===== src/rtl/core/kdpd_pkg.sv =====
`timescale 1ns / 1ps

package kdpd_pkg;

  // Matrix geometry. Keys are numbered row * COLS + col in scan order.
  localparam int ROWS  = 4;
  localparam int COLS  = 4;
  localparam int NKEYS = ROWS * COLS;

  // Fixed widths of the transaction fields.
  localparam int KEY_BITS_W = 16;
  localparam int INDEX_W    = 4;
  localparam int LABEL_W    = 7;

  // Size of the printed label table.
  localparam int TABLE_ROWS = 4;
  localparam int TABLE_COLS = 4;

  localparam logic [LABEL_W-1:0] LABEL_NONE    = 7'h20;  // space
  localparam logic [LABEL_W-1:0] LABEL_UNKNOWN = 7'h3F;  // question mark

  typedef logic [LABEL_W-1:0] label_row_t [TABLE_COLS];

  localparam label_row_t LABEL_TABLE [TABLE_ROWS] = '{
    '{7'h31, 7'h32, 7'h33, 7'h41},  // 1 2 3 A
    '{7'h34, 7'h35, 7'h36, 7'h42},  // 4 5 6 B
    '{7'h37, 7'h38, 7'h39, 7'h43},  // 7 8 9 C
    '{7'h2A, 7'h30, 7'h23, 7'h44}   // * 0 # D
  };

  // Debounce level of one key.
  typedef enum logic [1:0] {
    LVL_RELEASED = 2'd0,
    LVL_MAYBE    = 2'd1,
    LVL_HELD     = 2'd2
  } level_t;

  // One poll result as it travels from the selector to the result register.
  typedef struct packed {
    logic               valid;
    logic [INDEX_W-1:0] index;
    logic [LABEL_W-1:0] label;
  } press_t;

  function automatic logic [LABEL_W-1:0] label_of(input int r, input int c);
    logic [LABEL_W-1:0] lab;
    lab = LABEL_UNKNOWN;
    if (r < TABLE_ROWS && c < TABLE_COLS) begin
      lab = LABEL_TABLE[r[1:0]][c[1:0]];
    end
    return lab;
  endfunction

endpackage


===== src/rtl/core/kdpd_level_bank.sv =====
`timescale 1ns / 1ps

module kdpd_level_bank (
  input  logic                             clk,
  input  logic                             rst,
  input  logic                             update,
  input  logic [kdpd_pkg::KEY_BITS_W-1:0]  key_bits,
  output logic [kdpd_pkg::NKEYS-1:0]       new_press
);
  import kdpd_pkg::*;

  level_t levels      [NKEYS];
  level_t levels_next [NKEYS];

  for (genvar k = 0; k < NKEYS; k++) begin : g_key
    logic high;

    // Keys past the sampled bits always read low.
    if (k < KEY_BITS_W) begin : g_sampled
      assign high = key_bits[k];
    end else begin : g_unsampled
      assign high = 1'b0;
    end

    // A key reports a press only on the step from maybe to held.
    assign new_press[k] = high && (levels[k] == LVL_MAYBE);

    always_comb begin
      case (levels[k])
        LVL_RELEASED: levels_next[k] = high ? LVL_MAYBE : LVL_RELEASED;
        LVL_MAYBE:    levels_next[k] = high ? LVL_HELD : LVL_RELEASED;
        LVL_HELD:     levels_next[k] = high ? LVL_HELD : LVL_MAYBE;
        default:      levels_next[k] = LVL_RELEASED;
      endcase
    end

    always_ff @(posedge clk) begin
      if (rst) begin
        levels[k] <= LVL_RELEASED;
      end else if (update) begin
        levels[k] <= levels_next[k];
      end
    end
  end

endmodule


===== src/rtl/core/kdpd_press_select.sv =====
`timescale 1ns / 1ps

module kdpd_press_select (
  input  logic [kdpd_pkg::NKEYS-1:0] new_press,
  output kdpd_pkg::press_t           press
);
  import kdpd_pkg::*;

  // Later keys in scan order override earlier ones.
  always_comb begin
    press.valid = 1'b0;
    press.index = '0;
    press.label = LABEL_NONE;
    for (int k = 0; k < NKEYS; k++) begin
      if (new_press[k]) begin
        press.valid = 1'b1;
        press.index = INDEX_W'(k);
        press.label = label_of(k / COLS, k % COLS);
      end
    end
  end

endmodule


===== src/rtl/core/keypad_debounce_press_detect.sv =====
`timescale 1ns / 1ps

// Channel  | Handshake            | Payload
// ---------+----------------------+----------------------------------------
// input    | in_valid / in_stall  | key_bits
// output   | out_valid / out_stall| press_valid, press_index, press_label
//
// One poll transaction can be accepted every cycle unless the input stalls.
// Its result transaction passes the input register and then the result
// register before it is offered.
// The debounce levels of all keys update together as a poll moves from the
// input register into the result register.
// Reset clears every key to released and empties both registers.
// When the output stalls, the input register still fills once, then the
// input stalls until the result transaction is taken.
module keypad_debounce_press_detect (
  input  logic                             clk,
  input  logic                             rst,
  input  logic                             in_valid,
  output logic                             in_stall,
  input  logic [kdpd_pkg::KEY_BITS_W-1:0]  key_bits,
  output logic                             out_valid,
  input  logic                             out_stall,
  output logic                             press_valid,
  output logic [kdpd_pkg::INDEX_W-1:0]     press_index,
  output logic [kdpd_pkg::LABEL_W-1:0]     press_label
);
  import kdpd_pkg::*;

  // Input register holding one poll.
  logic                  poll_valid;
  logic [KEY_BITS_W-1:0] poll_bits;

  // Result register.
  press_t result;

  logic               out_ready;
  logic               advance;
  logic [NKEYS-1:0]   new_press;
  press_t             press_next;

  // The result register can load when it is empty or being emptied this cycle.
  assign out_ready = !out_valid || !out_stall;
  // A poll moves forward, and the key levels update, only when it can land.
  assign advance   = poll_valid && out_ready;
  // The input register accepts when it is empty or its poll moves on.
  assign in_stall  = poll_valid && !advance;

  kdpd_level_bank u_bank (
    .clk       (clk),
    .rst       (rst),
    .update    (advance),
    .key_bits  (poll_bits),
    .new_press (new_press)
  );

  kdpd_press_select u_select (
    .new_press (new_press),
    .press     (press_next)
  );

  always_ff @(posedge clk) begin
    if (rst) begin
      poll_valid <= 1'b0;
      out_valid  <= 1'b0;
    end else begin
      if (!in_stall) begin
        poll_valid <= in_valid;
      end
      if (out_ready) begin
        out_valid <= poll_valid;
      end
    end
  end

  // Payload registers carry no reset.
  always_ff @(posedge clk) begin
    if (!in_stall && in_valid) begin
      poll_bits <= key_bits;
    end
    if (advance) begin
      result <= press_next;
    end
  end

  assign press_valid = result.valid;
  assign press_index = result.index;
  assign press_label = result.label;

endmodule


===== config.mk =====
export PLATFORM = sky130hd
export DESIGN_NAME = keypad_debounce_press_detect
export DESIGN_NICKNAME = d
export VERILOG_FILES = /design/src/rtl/core/kdpd_pkg.sv /design/src/rtl/core/kdpd_level_bank.sv /design/src/rtl/core/kdpd_press_select.sv /design/src/rtl/core/keypad_debounce_press_detect.sv
export SDC_FILE = /design/constraint.sdc
export NUM_CORES = 1
export LEC_CHECK = 0
export ABC_CLOCK_PERIOD_IN_PS = 3900
export BUFFER_PORTS_ARGS = -buffer_cell sky130_fd_sc_hd__buf_2
export CAP_MARGIN = 5
export CORE_MARGIN = 5
export CORE_UTILIZATION = 57
export CTS_BUF_LIST = sky130_fd_sc_hd__clkbuf_4 sky130_fd_sc_hd__clkbuf_8 sky130_fd_sc_hd__clkbuf_16
export CTS_CLUSTER_DIAMETER = 30
export DETAILED_ROUTE_END_ITERATION = 10
export GPL_ROUTABILITY_DRIVEN = 0
export PLACE_DENSITY_LB_ADDON = 0.12
export SLEW_MARGIN = 20
export SYNTH_ARGS = -nofsm -noshare
export SYNTH_HDL_FRONTEND = slang
export SYNTH_SLANG_ARGS = --single-unit

===== constraint.sdc =====
create_clock -name clk -period 3.9 [get_ports clk]
set_input_delay 1.17 -clock clk [delete_from_list [all_inputs] [get_ports clk]]
set_output_delay 1.17 -clock clk [all_outputs]
set_load 0.01 [all_outputs]

==> summary.txt <==
Setup path
  – Worst Setup Path Type: input pin to output port
  – Maximum fanout along the worst path: 3
  – Critical path launch point type: input pin
  – Worst Setup End Kind: output port
  – Data arrival time of the critical path: between 1500 and 2000 ps
  – Register-to-Register Path Depth: 5
  – Launch point of the worst reg-to-reg path: poll_bits[5]
  – Required @ worst endpoint: ~2700 ps
  – Register-to-Register Setup Slack: 1930 ps
  – End of the worst register-to-register path: press_label[1]

STA
  – Setup repair after global routing missed its margin: no
  – Tcrit/Tclk final: a little under three quarters
  – Final total negative setup slack: 0 ps
  – Transition time at the pin with the least slew margin: between 700 and 800 ps
  – Max Clk Rate: approximately 360 MHz
  – Total count of hold-check failures in the final report: 0
  – Final Setup Violations: 0
  – Headroom to the max-slew limit: roughly 50%
  – Post-route clock skew: between 6 and 7 ps
  – Max Slew Vio Count: 0
  – Final setup slack of the worst path: 1110 ps
  – Final min period: approximately 2800 ps

Floorplan
  – Boundary Pins: 34
  – Std-Cell Core Area: approximately 0.0048 mm²
  – Starting Density: 59.6%
  – Floorplan row count: 25
  – Overall die width: around 81 µm
  – Die height: just over 80 µm
  – DIE AREA: 0.00652 mm²

Synthesis
  – Count of different cell masters after synthesis: 31
  – FFs w/ async S/R, synth: 0%
  – Mean instance size in the synthesized netlist: roughly 13 µm²
  – Mapped Cells: around 220
  – Top_reg_cell synth: sky130_fd_sc_hd__edfxtp_1
  – Number of enable-type register cells in the synthesized netlist: 60
  – Post-synthesis instance area: ~0.0029 mm²
  – Syn nets: 244
  – Share of the yosys chip area belonging to registers: between 60% and 70%
  – Cell type with the highest aggregate area in the netlist: sky130_fd_sc_hd__edfxtp_1
  – Yosys warnings: 0
  – Area fraction of the dominant cell type after synthesis: a little over three fifths
  – Synth Register Bits: 62
  – Top area cells in the synthesized netlist: sky130_fd_sc_hd__edfxtp_1, sky130_fd_sc_hd__xnor2_1, sky130_fd_sc_hd__xor2_1

Clock tree
  – Number of buffers added for setup after CTS: 0
  – Clock input transition at the sequential cells of the worst setup and hold paths: 70 ps
  – Post-cts hold buffer count: 0
  – Root cell of the clock tree: sky130_fd_sc_hd__clkbuf_8
  – # resized after CTS: 0
  – Insertion delay of the later-clocked pin in the worst-skew pair: around 330 ps
  – CTS Sinks: 62
  – Maximum buffer depth of the clock tree: 2
  – Clock tree from TritonCTS: yes
  – Number of H-tree levels: 3
  – Total clock buffers created by CTS: 9

Final layout
  – Synth-to-Final Area Change: 16.8%
  – Share of post-route cells with drive strength above 1: between 20 and 25%
  – Diode count: 0
  – Highest-count cells in the layout ignoring fill and taps: sky130_fd_sc_hd__edfxtp_1, sky130_fd_sc_hd__buf_2, sky130_fd_sc_hd__nor2_1
  – Area used by multi-input combinational logic: 1000 µm²
  – Sequential cell area in the final layout: ~0.0018 mm²
  – Number of nets in the layout: ~290
  – Fillers: 348
  – Most frequent standard cell in the layout excluding fill and tap cells: sky130_fd_sc_hd__edfxtp_1

Power and ir drop
  – Post-layout total power: about 0.0016 W
  – Proportion of power drawn by the clock network: 38.4%
  – Gate power share: 9.5%
  – Power density of the placed cells: 471 mW/mm²
  – Maximum vdd ir drop: 366 µV
  – Leakage dissipation: roughly 1.4 nW
  – Switching power of the nets: about 0.00035 W
  – Cell internal power dissipation: 0.00121 W
  – Part of the power in registers: between 50% and 60%
  – Fraction of power spent switching nets: 22.6%

Global routing
  – Global-route usage over all layers: roughly 18%
  – Via count of the first global-routing pass: about 1.9k
  – Largest net degree at the start of global routing: 33
  – Number of antenna violations at the first check in global routing: 0
  – First-pass GRT wire length: 8.88 mm
  – Grt total ovfl: 0

Drt
  – Detailed Route Iter0 Violations: between 100 and 150
  – Routed met3 length: ~230 µm
  – Sum of routed wire length over all layers: 5.20 mm
  – Pre-antenna DRT Iters: 4
  – Drt wl/cell: 15.3 µm
  – Residual antenna-violating net count after detailed routing: 0
  – Detailed-routing wirelength on met1: ~2.5 mm
  – Count of vias placed by the detailed router: 1,848
  – Highest Signal Layer: met4
  – Remaining routing DRC violations: 0
  – Via-to-Cell Ratio: approximately 5.4
  – Met2 Wirelength: 2.41 mm

Worst hold path
  – End point of the most critical hold path: out_valid
  – Worst min-delay path startpoint: poll_valid
  – Hold depth: 2
  – Type of the worst min-delay path: register to register

Placement
  – Post-detailed-placement half-perimeter wirelength: 3.60 mm
  – Worst setup slack after placement: approximately 1100 ps
  – Total of buffers placed on input and output ports: 33

Status
  – Run status: complete, no violations

Run
  – Reported max-cap violation count: 0
[stage by stage]
| stage | cell area [µm²] | instances | hold slack [ps] | util, % |
|---|---|---|---|---|
| after floorplan | 2850 | 224 | 444 | - |
| after CTS | 3330 | 340 | 501 | 69.6 |
| after global routing | 3330 | 340 | 537 | 69.6 |
| after global placement | 3110 | 324 | 472 | 65.0 |
| after detailed placement | 3110 | 324 | 485 | 65.0 |
| final | 3330 | 340 | 490 | 69.6 |
[power groups by stage]
stage	Sequential [W]	Combinational (W)	Clock, W
3_5_place_dp	0.000831	0.000149	0
4_1_cts	0.000817	0.000151	0.000610
2_1_floorplan	0.000829	0.0000984	0
6_report	0.000817	0.000149	0.000603
5_1_grt	0.000823	0.000168	0.000649
3_3_place_gp	0.000829	0.000145	0
[worst max-delay path by stage]
| stage | cells past startpoint | slack, ps | to | startpoint |
|---|---|---|---|---|
| after floorplan | 2 | 640 | u_bank.levels[0][0] | out_stall |
| after global placement | 3 | 1120 | in_stall | out_stall |
| after detailed placement | 3 | 1110 | in_stall | out_stall |
| after CTS | 3 | 1110 | in_stall | out_stall |
| after global routing | 3 | 1100 | in_stall | out_stall |
| final | 3 | 1110 | in_stall | out_stall |
[cell usage after synthesis, drive strengths merged (5+ instances only)]
cell type / n
xnor2: 16
or2: 5
a21oi: 6
and3: 17
o21ai: 8
and3b: 7
xor2: 16
nor2: 23
nor3: 17
nand2: 12
edfxtp: 60
nand3b: 5
[sequential cells by signal, summed over array words and instances, names as in the netlist]
signal	flops
press_valid	1
poll_bits	16
press_label	7
poll_valid	1
press_index	4
u_bank.levels	32
out_valid	1
[cell type report]
cell class,count,share of cell area (%)
Sequential cell,62,55.3
Multi-Input combinational cell,159,30.0
Timing Repair Buffer,36,5.63
Clock buffer,13,5.37
Tap cell,67,2.52
Clock inverter,3,1.20
[kinds of logic (layout without fill, tap and decap cells)]
kind of cell	after synthesis	after routing	synth area share, %
AO/OA/AOI/OAI	28	28	6.45
XOR/XNOR	32	32	9.82
buffers and inverters	3	52	0.395
flip-flops	62	62	64.6
AND/OR/NAND/NOR	99	99	18.8
[per-layer routing]
metal / vias up / GRT usage, %
met4: 0 / 8.61
met3: 7 / 4.66
met5: - / 0
li1: 918 / -
met1: 879 / 23.8
met2: 44 / 29.4
[critical path, stage by stage]
cell and delay [ps]:
sky130_fd_sc_hd__buf_2 110, sky130_fd_sc_hd__and3_1 200, sky130_fd_sc_hd__buf_2 140
(Power assumes the default switching activity.)
